<file path="config.mk">
export PLATFORM = sky130hd
export DESIGN_NAME = irig_b_symbol_classifier
export DESIGN_NICKNAME = d
export VERILOG_FILES = /design/src/rtl/core/irigb_pkg.sv /design/src/rtl/core/irigb_classify.sv /design/src/rtl/core/irigb_tracker.sv /design/src/rtl/core/irig_b_symbol_classifier.sv
export SDC_FILE = /design/constraint.sdc
export NUM_CORES = 2
export LEC_CHECK = 0
export BUFFER_PORTS_ARGS = -buffer_cell sky130_fd_sc_hd__buf_2
export CELL_PAD_IN_SITES_DETAIL_PLACEMENT = 0
export CELL_PAD_IN_SITES_GLOBAL_PLACEMENT = 2
export CORE_UTILIZATION = 25
export DETAILED_ROUTE_END_ITERATION = 12
export PLACE_DENSITY = 0.65
export RECOVER_POWER = 50
export SYNTH_ARGS = -nofsm -noshare
export SYNTH_HDL_FRONTEND = slang
export SYNTH_SLANG_ARGS = --single-unit
</file>
<file path="constraint.sdc">
create_clock -name clk -period 7.5 [get_ports clk]
set_input_delay 0.375 -clock clk [delete_from_list [all_inputs] [get_ports clk]]
set_output_delay 0.375 -clock clk [all_outputs]
set_load 0.05 [all_outputs]
</file>
<file path="src/rtl/core/irigb_pkg.sv">
package irigb_pkg;

  // Timer and register width
  localparam int TIMER_BITS = 32;
  // APB address width: four 32-bit registers at 4*i
  localparam int CFG_AW     = 4;

  typedef logic [TIMER_BITS-1:0] tick_t;

  typedef enum logic [3:0] {
    ST_BUFFERING  = 4'd0,
    ST_ZERO       = 4'd1,
    ST_ONE        = 4'd2,
    ST_P          = 4'd3,
    ST_POL_FIRST  = 4'd4,
    ST_POL_SECOND = 4'd5,
    ST_POL_THIRD  = 4'd6,
    ST_ERR_ONE    = 4'd7,
    ST_ERR_P      = 4'd8,
    ST_ERR_ZERO   = 4'd9
  } status_t;

  typedef enum logic [1:0] {
    PH_IDLE = 2'd0,  // awaiting opening rise
    PH_HIGH = 2'd1,  // awaiting fall
    PH_LOW  = 2'd2   // awaiting closing rise
  } phase_t;

  typedef enum logic [1:0] {
    REG_TWO_MS   = 2'd0,
    REG_FIVE_MS  = 2'd1,
    REG_EIGHT_MS = 2'd2,
    REG_TOL      = 2'd3
  } reg_idx_t;

  typedef struct packed {
    tick_t two_ms;
    tick_t five_ms;
    tick_t eight_ms;
    tick_t tol;
  } cfg_t;

  localparam tick_t RST_TWO_MS   = tick_t'(2000);
  localparam tick_t RST_FIVE_MS  = tick_t'(5000);
  localparam tick_t RST_EIGHT_MS = tick_t'(8000);
  localparam tick_t RST_TOL      = tick_t'(500);

  typedef struct packed {
    status_t status;
    tick_t   stamp;
    logic    stamp_valid;
  } result_t;

  // n - t < w < n + t, exact; lower bound always met when t > n
  function automatic logic in_window(input tick_t w, input tick_t n, input tick_t t);
    logic above;
    logic below;
    above = (n < t) || (w > (n - t));
    below = (w < n) || ((w - n) < t);
    return above && below;
  endfunction

endpackage

</file>
<file path="src/rtl/core/irigb_classify.sv">
module irigb_classify (
  input  irigb_pkg::tick_t   hi_width,
  input  irigb_pkg::tick_t   lo_width,
  input  irigb_pkg::cfg_t    cfg,
  output irigb_pkg::status_t status
);
  import irigb_pkg::*;

  logic hi_in_five, lo_in_five, hi_in_eight, lo_in_two, hi_in_two, lo_in_eight;

  assign hi_in_five  = in_window(hi_width, cfg.five_ms,  cfg.tol);
  assign lo_in_five  = in_window(lo_width, cfg.five_ms,  cfg.tol);
  assign hi_in_eight = in_window(hi_width, cfg.eight_ms, cfg.tol);
  assign lo_in_two   = in_window(lo_width, cfg.two_ms,   cfg.tol);
  assign hi_in_two   = in_window(hi_width, cfg.two_ms,   cfg.tol);
  assign lo_in_eight = in_window(lo_width, cfg.eight_ms, cfg.tol);

  // priority: 5 ms high first, then long high (P), else short high (zero)
  always_comb begin
    if (hi_in_five) begin
      status = lo_in_five ? ST_ONE : ST_ERR_ONE;
    end else if (hi_width > cfg.five_ms) begin
      status = (hi_in_eight && lo_in_two) ? ST_P : ST_ERR_P;
    end else begin
      status = (hi_in_two && lo_in_eight) ? ST_ZERO : ST_ERR_ZERO;
    end
  end

endmodule

</file>
<file path="src/rtl/core/irigb_tracker.sv">
module irigb_tracker (
  input  logic               clk,
  input  logic               rst_n,
  input  logic               step,
  input  logic               rising,
  input  irigb_pkg::tick_t   capt,
  input  irigb_pkg::cfg_t    cfg,
  output irigb_pkg::result_t res
);
  import irigb_pkg::*;

  phase_t  phase_r, phase_nxt;
  tick_t   rise_r, rise_nxt;
  tick_t   fall_r, fall_nxt;
  tick_t   hi_width, lo_width;
  status_t class_status;

  assign hi_width = fall_r - rise_r;
  assign lo_width = capt - fall_r;

  irigb_classify u_classify (
    .hi_width (hi_width),
    .lo_width (lo_width),
    .cfg      (cfg),
    .status   (class_status)
  );

  always_ff @(posedge clk) begin
    if (!rst_n) begin
      phase_r <= PH_IDLE;
      rise_r  <= '0;
      fall_r  <= '0;
    end else if (step) begin
      phase_r <= phase_nxt;
      rise_r  <= rise_nxt;
      fall_r  <= fall_nxt;
    end
  end

  always_comb begin
    phase_nxt       = phase_r;
    rise_nxt        = rise_r;
    fall_nxt        = fall_r;
    res.status      = ST_BUFFERING;
    res.stamp       = '0;
    res.stamp_valid = 1'b0;
    case (phase_r)
      PH_HIGH: begin
        if (rising) begin
          phase_nxt  = PH_IDLE;
          res.status = ST_POL_SECOND;
        end else begin
          fall_nxt  = capt;
          phase_nxt = PH_LOW;
        end
      end
      PH_LOW: begin
        if (!rising) begin
          phase_nxt  = PH_IDLE;
          res.status = ST_POL_THIRD;
        end else begin
          res.status      = class_status;
          res.stamp       = rise_r;
          res.stamp_valid = 1'b1;
          rise_nxt        = capt;
          phase_nxt       = PH_HIGH;
        end
      end
      default: begin
        if (!rising) begin
          res.status = ST_POL_FIRST;
        end else begin
          rise_nxt  = capt;
          phase_nxt = PH_HIGH;
        end
      end
    endcase
  end

endmodule

</file>
<file path="src/rtl/core/irig_b_symbol_classifier.sv">
// Channel | Port group        | Beat payload
// --------+-------------------+-------------------------------------------------
// in      | in_t*  (slave)    | tdata: capture_time; tuser: edge_is_rising
// out     | out_t* (master)   | tdata: symbol_timestamp;
//         |                   | tuser: symbol_status, timestamp_valid
// cfg     | cfg_p* (APB)      | 4 x 32-bit regs at 0x0, 0x4, 0x8, 0xC
//
// One beat in, one beat out; a new edge can be taken every cycle while the
// output is not stalled. Path: input register, then tracker/classifier into the
// result register. The classifier's window compares set the cycle path.
// Synchronous active-low reset clears the phase tracker, both stored edge
// times and the registers to 2000/5000/8000/500 ticks.
// Out-side stall holds the result register; the input register keeps taking
// beats until it too is full.
module irig_b_symbol_classifier (
  input  logic                             clk,
  input  logic                             rst_n,
  // in
  input  logic                             in_tvalid,
  output logic                             in_tready,
  input  logic [31:0]                      in_tdata,   // [31:0] capture_time
  input  logic [0:0]                       in_tuser,   // [0] edge_is_rising
  // out
  output logic                             out_tvalid,
  input  logic                             out_tready,
  output logic [31:0]                      out_tdata,  // [31:0] symbol_timestamp
  output logic [4:0]                       out_tuser,  // [3:0] symbol_status,
                                                       // [4] timestamp_valid
  // cfg
  input  logic                             cfg_psel,
  input  logic                             cfg_penable,
  input  logic                             cfg_pwrite,
  input  logic [irigb_pkg::CFG_AW-1:0]     cfg_paddr,
  input  logic [31:0]                      cfg_pwdata,
  output logic [31:0]                      cfg_prdata,
  output logic                             cfg_pready
);
  import irigb_pkg::*;

  cfg_t     cfg_r;
  reg_idx_t cfg_idx;
  logic     cfg_wr;

  logic     s1_valid_r;
  logic     s1_rising_r;
  tick_t    s1_time_r;

  logic     out_valid_r;
  result_t  res_r;
  result_t  res;

  logic     adv;   // result register free or being drained
  logic     step;  // held edge moves into the result register

  // ---------------- register file ----------------
  assign cfg_pready = 1'b1;
  assign cfg_idx    = reg_idx_t'(cfg_paddr[CFG_AW-1:2]);
  assign cfg_wr     = cfg_psel && cfg_penable && cfg_pwrite && cfg_pready;

  always_ff @(posedge clk) begin
    if (!rst_n) begin
      cfg_r.two_ms   <= RST_TWO_MS;
      cfg_r.five_ms  <= RST_FIVE_MS;
      cfg_r.eight_ms <= RST_EIGHT_MS;
      cfg_r.tol      <= RST_TOL;
    end else if (cfg_wr) begin
      case (cfg_idx)
        REG_TWO_MS:   cfg_r.two_ms   <= cfg_pwdata;
        REG_FIVE_MS:  cfg_r.five_ms  <= cfg_pwdata;
        REG_EIGHT_MS: cfg_r.eight_ms <= cfg_pwdata;
        REG_TOL:      cfg_r.tol      <= cfg_pwdata;
        default: ;
      endcase
    end
  end

  always_comb begin
    case (cfg_idx)
      REG_TWO_MS:   cfg_prdata = cfg_r.two_ms;
      REG_FIVE_MS:  cfg_prdata = cfg_r.five_ms;
      REG_EIGHT_MS: cfg_prdata = cfg_r.eight_ms;
      REG_TOL:      cfg_prdata = cfg_r.tol;
      default:      cfg_prdata = '0;
    endcase
  end

  // ---------------- handshake ----------------
  assign adv       = !out_valid_r || out_tready;
  assign step      = s1_valid_r && adv;
  assign in_tready = !s1_valid_r || adv;

  // input register
  always_ff @(posedge clk) begin
    if (!rst_n) begin
      s1_valid_r <= 1'b0;
    end else if (in_tready) begin
      s1_valid_r <= in_tvalid;
    end
  end

  always_ff @(posedge clk) begin
    if (in_tvalid && in_tready) begin
      s1_rising_r <= in_tuser[0];
      s1_time_r   <= in_tdata;
    end
  end

  // phase tracker and classifier; state advances only on step
  irigb_tracker u_tracker (
    .clk    (clk),
    .rst_n  (rst_n),
    .step   (step),
    .rising (s1_rising_r),
    .capt   (s1_time_r),
    .cfg    (cfg_r),
    .res    (res)
  );

  // result register
  always_ff @(posedge clk) begin
    if (!rst_n) begin
      out_valid_r <= 1'b0;
    end else if (adv) begin
      out_valid_r <= s1_valid_r;
    end
  end

  always_ff @(posedge clk) begin
    if (step) begin
      res_r <= res;
    end
  end

  assign out_tvalid = out_valid_r;
  assign out_tdata  = res_r.stamp;
  assign out_tuser  = {res_r.stamp_valid, res_r.status};

`ifndef SYNTHESIS
  // a classified period carries a symbol or width-error code
  a_valid_class: assert property (@(posedge clk) disable iff (!rst_n)
    out_valid_r && res_r.stamp_valid |->
      (res_r.status == ST_ZERO || res_r.status == ST_ONE || res_r.status == ST_P ||
       res_r.status == ST_ERR_ONE || res_r.status == ST_ERR_P ||
       res_r.status == ST_ERR_ZERO))
    else $error("classified period with non-class status");

  // no period classified: zero timestamp, buffering or polarity code
  a_no_class: assert property (@(posedge clk) disable iff (!rst_n)
    out_valid_r && !res_r.stamp_valid |->
      (res_r.stamp == '0) &&
      (res_r.status == ST_BUFFERING || res_r.status == ST_POL_FIRST ||
       res_r.status == ST_POL_SECOND || res_r.status == ST_POL_THIRD))
    else $error("unclassified beat with timestamp or class status");

  // both stages full and output stalled: no new beat may be taken
  a_full_stall: assert property (@(posedge clk) disable iff (!rst_n)
    s1_valid_r && out_valid_r && !out_tready |-> !in_tready)
    else $error("input taken while pipeline full");

  // a step always fills the result register on the next edge
  a_step_fill: assert property (@(posedge clk) disable iff (!rst_n)
    step |=> out_valid_r)
    else $error("step lost");
`endif

endmodule
</file>
==> impl_metrics.tcl <==
set metrics [dict create \
    status "finished, violations left" \
    violations "max-capacitance violations, max-slew violations" \
    tritoncts_clock_tree "yes" \
    firstDrtPassIters 5 \
    setup.worst_path.class "register to register" \
    worstPathMaxFanout 5 \
    synth.yosys.warnings 0 \
    ys_async_sr_fraction_pct 0 \
    p_per_area_mw_per_mm2 224 \
    cpMaxStageDelayCell "edfxtp_1" \
    hold_start "in_tvalid" \
    layout_setup_ws_ns 0.312 \
    cp-start-kind "register" \
    min_to "s1_valid_r" \
    wire_per_inst_microns 21.5 \
    cell_at_the_root_of_the_clock_tree "clkbuf_16" \
    dominantRegCellSynth "dfxtp_1" \
    p_total_w 0.00938 \
    place_inst 6591 \
    worstHoldPathCells 3 \
    grt_first_pass_wirelength_mm 212 \
    layout.nets 5604 \
    synth_area_sq_mm 0.0359 \
    cts_max_path_buffers 3 \
    dpl-instance-area_sq_mm 0.0399 \
    synth_cell_type_count 89 \
    slew_headroom_pct -145 \
    timing.final.crit_period_ns 7.19 \
    synth_edf_count 70 \
    post-route-util_pct 29.5 \
    timing.rr.start "s1_time_r[8]" \
    part_of_the_power_in_the_clock_network_pct 19.6 \
    floorplan.die.height_microns 381 \
    first_global_vias 33800 \
    port_buffers 144 \
    cp.arrival_ns 7.57 \
    worst_path_most_repeated_cell "buf_4" \
    antenna_found_initial 13 \
    synth_area_leader_cell "ha_1" \
    sequential_to_total_area_share_from_yosys_stat_pct 16.8 \
    power.share.sequential_pct 16.5 \
    drt_iter0_drc 1876 \
    cts_buffer_count 34 \
    post_drt_via_cell_ratio 5.10 \
    worst_ir_drop_vdd_mv 0.177 \
    synth_area_leaders "ha_1 (25%), dfxtp_1 (11%), edfxtp_1 (5.9%)" \
    worst-r2r-setup-slack_ns 0.31 \
    vias 34200 \
    synth_nets 5299 \
    grt_setup_unrepaired "yes" \
    clock-skew-final_ns 0.0263 \
    stdcell_count 6704 \
    clock.fmax_mhz 139 \
    grt_remaining_overflow 0 \
    end_of_the_worst_register_to_register_path "out_tuser[1]" \
    dieArea_sq_mm 0.145 \
    critPathRequiredTime_ns 7.88 \
    setup_viol_count_final 0 \
    io_pins 148 \
    hold_viol_final 0 \
    synthesis.area_per_instance_sq_um 8.00 \
    drc 0 \
    critPathMaxStageDelay_ns 0.45 \
    min_path_type "input pin to register" \
    net-switching-power_w 0.00420 \
    final-max-slew-violation-count 245 \
    syn_inst 4482 \
    reg_clk_slew_reported_paths_ns 0.06 \
    detailed_place_hpwl_mm 121 \
    post-synth-top-area-fraction_pct 25.5 \
    gr-usage-all-layers_pct 19.3 \
    core-area_sq_mm 0.142 \
    global_placer_s_final_weighted_congestion 0.895 \
    p_sw_share_pct 44.7 \
    rows 138 \
    die_w_microns 381 \
    finalWirelength_mm 144 \
    comb_power_share_pct 64.0 \
    cell_internal_power_w 0.00518 \
    worst-r2r-cell-count 35 \
    start_util_pct 25.3 \
    yosysMostFrequentCell "ha_1" \
    clock_sink_total 266 \
    timing.final.crit_share_pct 95.8 \
    place_worst_setup_slack_ns -0.249 \
    clkLatencyLatePin_ns 0.57 \
    route.antenna.remaining_nets 0 \
    ys_top_cells_by_count "ha_1 (730), nand2_1 (539), a21oi_1 (359), inv_1 (297), nor2_1 (261)" \
    max_slew.worst_pin.slew_ns 3.68 \
    power.static_leakage_nw 17.6 \
    drv.max_cap_violation_count 7 \
    ratio_of_cells_with_drive_above_1_in_the_final_layout_pct 9.93 \
    final_area_sq_mm 0.0419 \
    cts_htree_levels 2 \
    endpoint_kind "register" \
    grt_start_max_net_pins 126 \
    layout-area-overhead-vs-synth_pct 16.9 \
    flip_flop_and_latch_count_after_synthesis 266 \
]
final cells by class:
| type | instances | area, sq um |
|---|---|---|
| multi-input combinational | 3823 | 28800 |
| fill | 15400 | 100000 |
| inverter | 297 | 1110 |
| clock inverter | 17 | 258 |
| timing repair buffer | 365 | 2430 |
| antenna | 2 | 5.00 |
| clock buffer | 44 | 960 |
| sequential | 266 | 6030 |
| tap | 1890 | 2360 |
layout by cell type (no fill, tap or decap), types with 102 or more instances in the layout:
cell type,count
a21boi_0,183
inv_1,297
nand2_1,538
xnor2_1,171
o21ai_0,175
dfxtp_1,194
nor2_1,258
buf_2,102
ha_1,718
a21oi_1,349
buf_4,181
a21o_1,243
cell families after synthesis:
group                    synth area share, %
AO/OA/AOI/OAI                           26.4
XOR/XNOR                                6.69
adder cells (fa/ha/maj)                 26.1
buffers and inverters                   4.14
flip-flops                              16.8
multiplexers                            2.15
other                                 0.0105
AND/OR/NAND/NOR                         17.7
worst max path at each step:
stage	endpoint	startpoint	cells past startpoint	slack, ns
CTS	out_tuser[1]	s1_time_r[0]	33	0.0007
global route	out_tuser[1]	s1_time_r[7]	35	-0.06
finish	out_tuser[1]	s1_time_r[8]	35	0.31
global placement	out_tuser[0]	u_tracker.fall_r[1]	28	-0.23
detailed placement	out_tuser[0]	u_tracker.fall_r[1]	28	-0.25
floorplan	out_tuser[1]	s1_time_r[0]	33	0.51
critical path, delay by kind of cell, from the launching register on:
| family | cells | cell delay, ns |
|---|---|---|
| AOI/OAI and AO/OA | 15 | 3.19 |
| xor gates and xnor gates | 1 | 0.21 |
| adders and majority gates | 3 | 0.85 |
| buffers and inverters | 5 | 0.71 |
| DFF | 1 | 0.45 |
| and+or+nand+nor | 11 | 1.61 |
per-stage QoR:
| step | setup TNS (ns) | hold WS, ns |
|---|---|---|
| final | 0 | 0.0566 |
| after global routing | -0.113 | 0.0569 |
| after CTS | 0 | 0.0120 |
| after detailed placement | -0.858 | 0.459 |
| after global placement | -0.423 | 0.452 |
| after floorplan | 0 | 0.443 |
sequential cells by signal, summed over array words and instances (netlist names):
name,flops
u_tracker.phase_r,2
s1_rising_r,1
cfg_r,128
s1_time_r,32
out_tdata,32
out_tuser,5
u_tracker.rise_r,32
s1_valid_r,1
u_tracker.fall_r,32
out_tvalid,1
what timing repair did:
item	in CTS	in global routing
pin swaps	11	31
hold buffers	31	0
gates resized for setup	9	70
setup buffers	12	7
setup endpoints to repair	4	4
endpoints found under the hold margin	31	0
metal layers:
metal | vias to the layer above | global-route usage [%] | share of wire (%)
met2 | 636 | 32.1 | 46
met1 | 16300 | 26.9 | 49
li1 | 17100 | - | -
met3 | 113 | 2.04 | 4.0
met5 | - | 0 | 0.047
met4 | 12 | 3.30 | 1.6
power by group through the flow:
stage	clock network [W]	logic, W	registers, W
floorplan	0	0.00394	0.00159
global placement	0	0.00585	0.00157
detailed placement	0	0.00586	0.00157
CTS	0.00187	0.00592	0.00154
global route	0.00192	0.00668	0.00155
finish	0.00183	0.00600	0.00154
(Power assumes the default switching activity.)
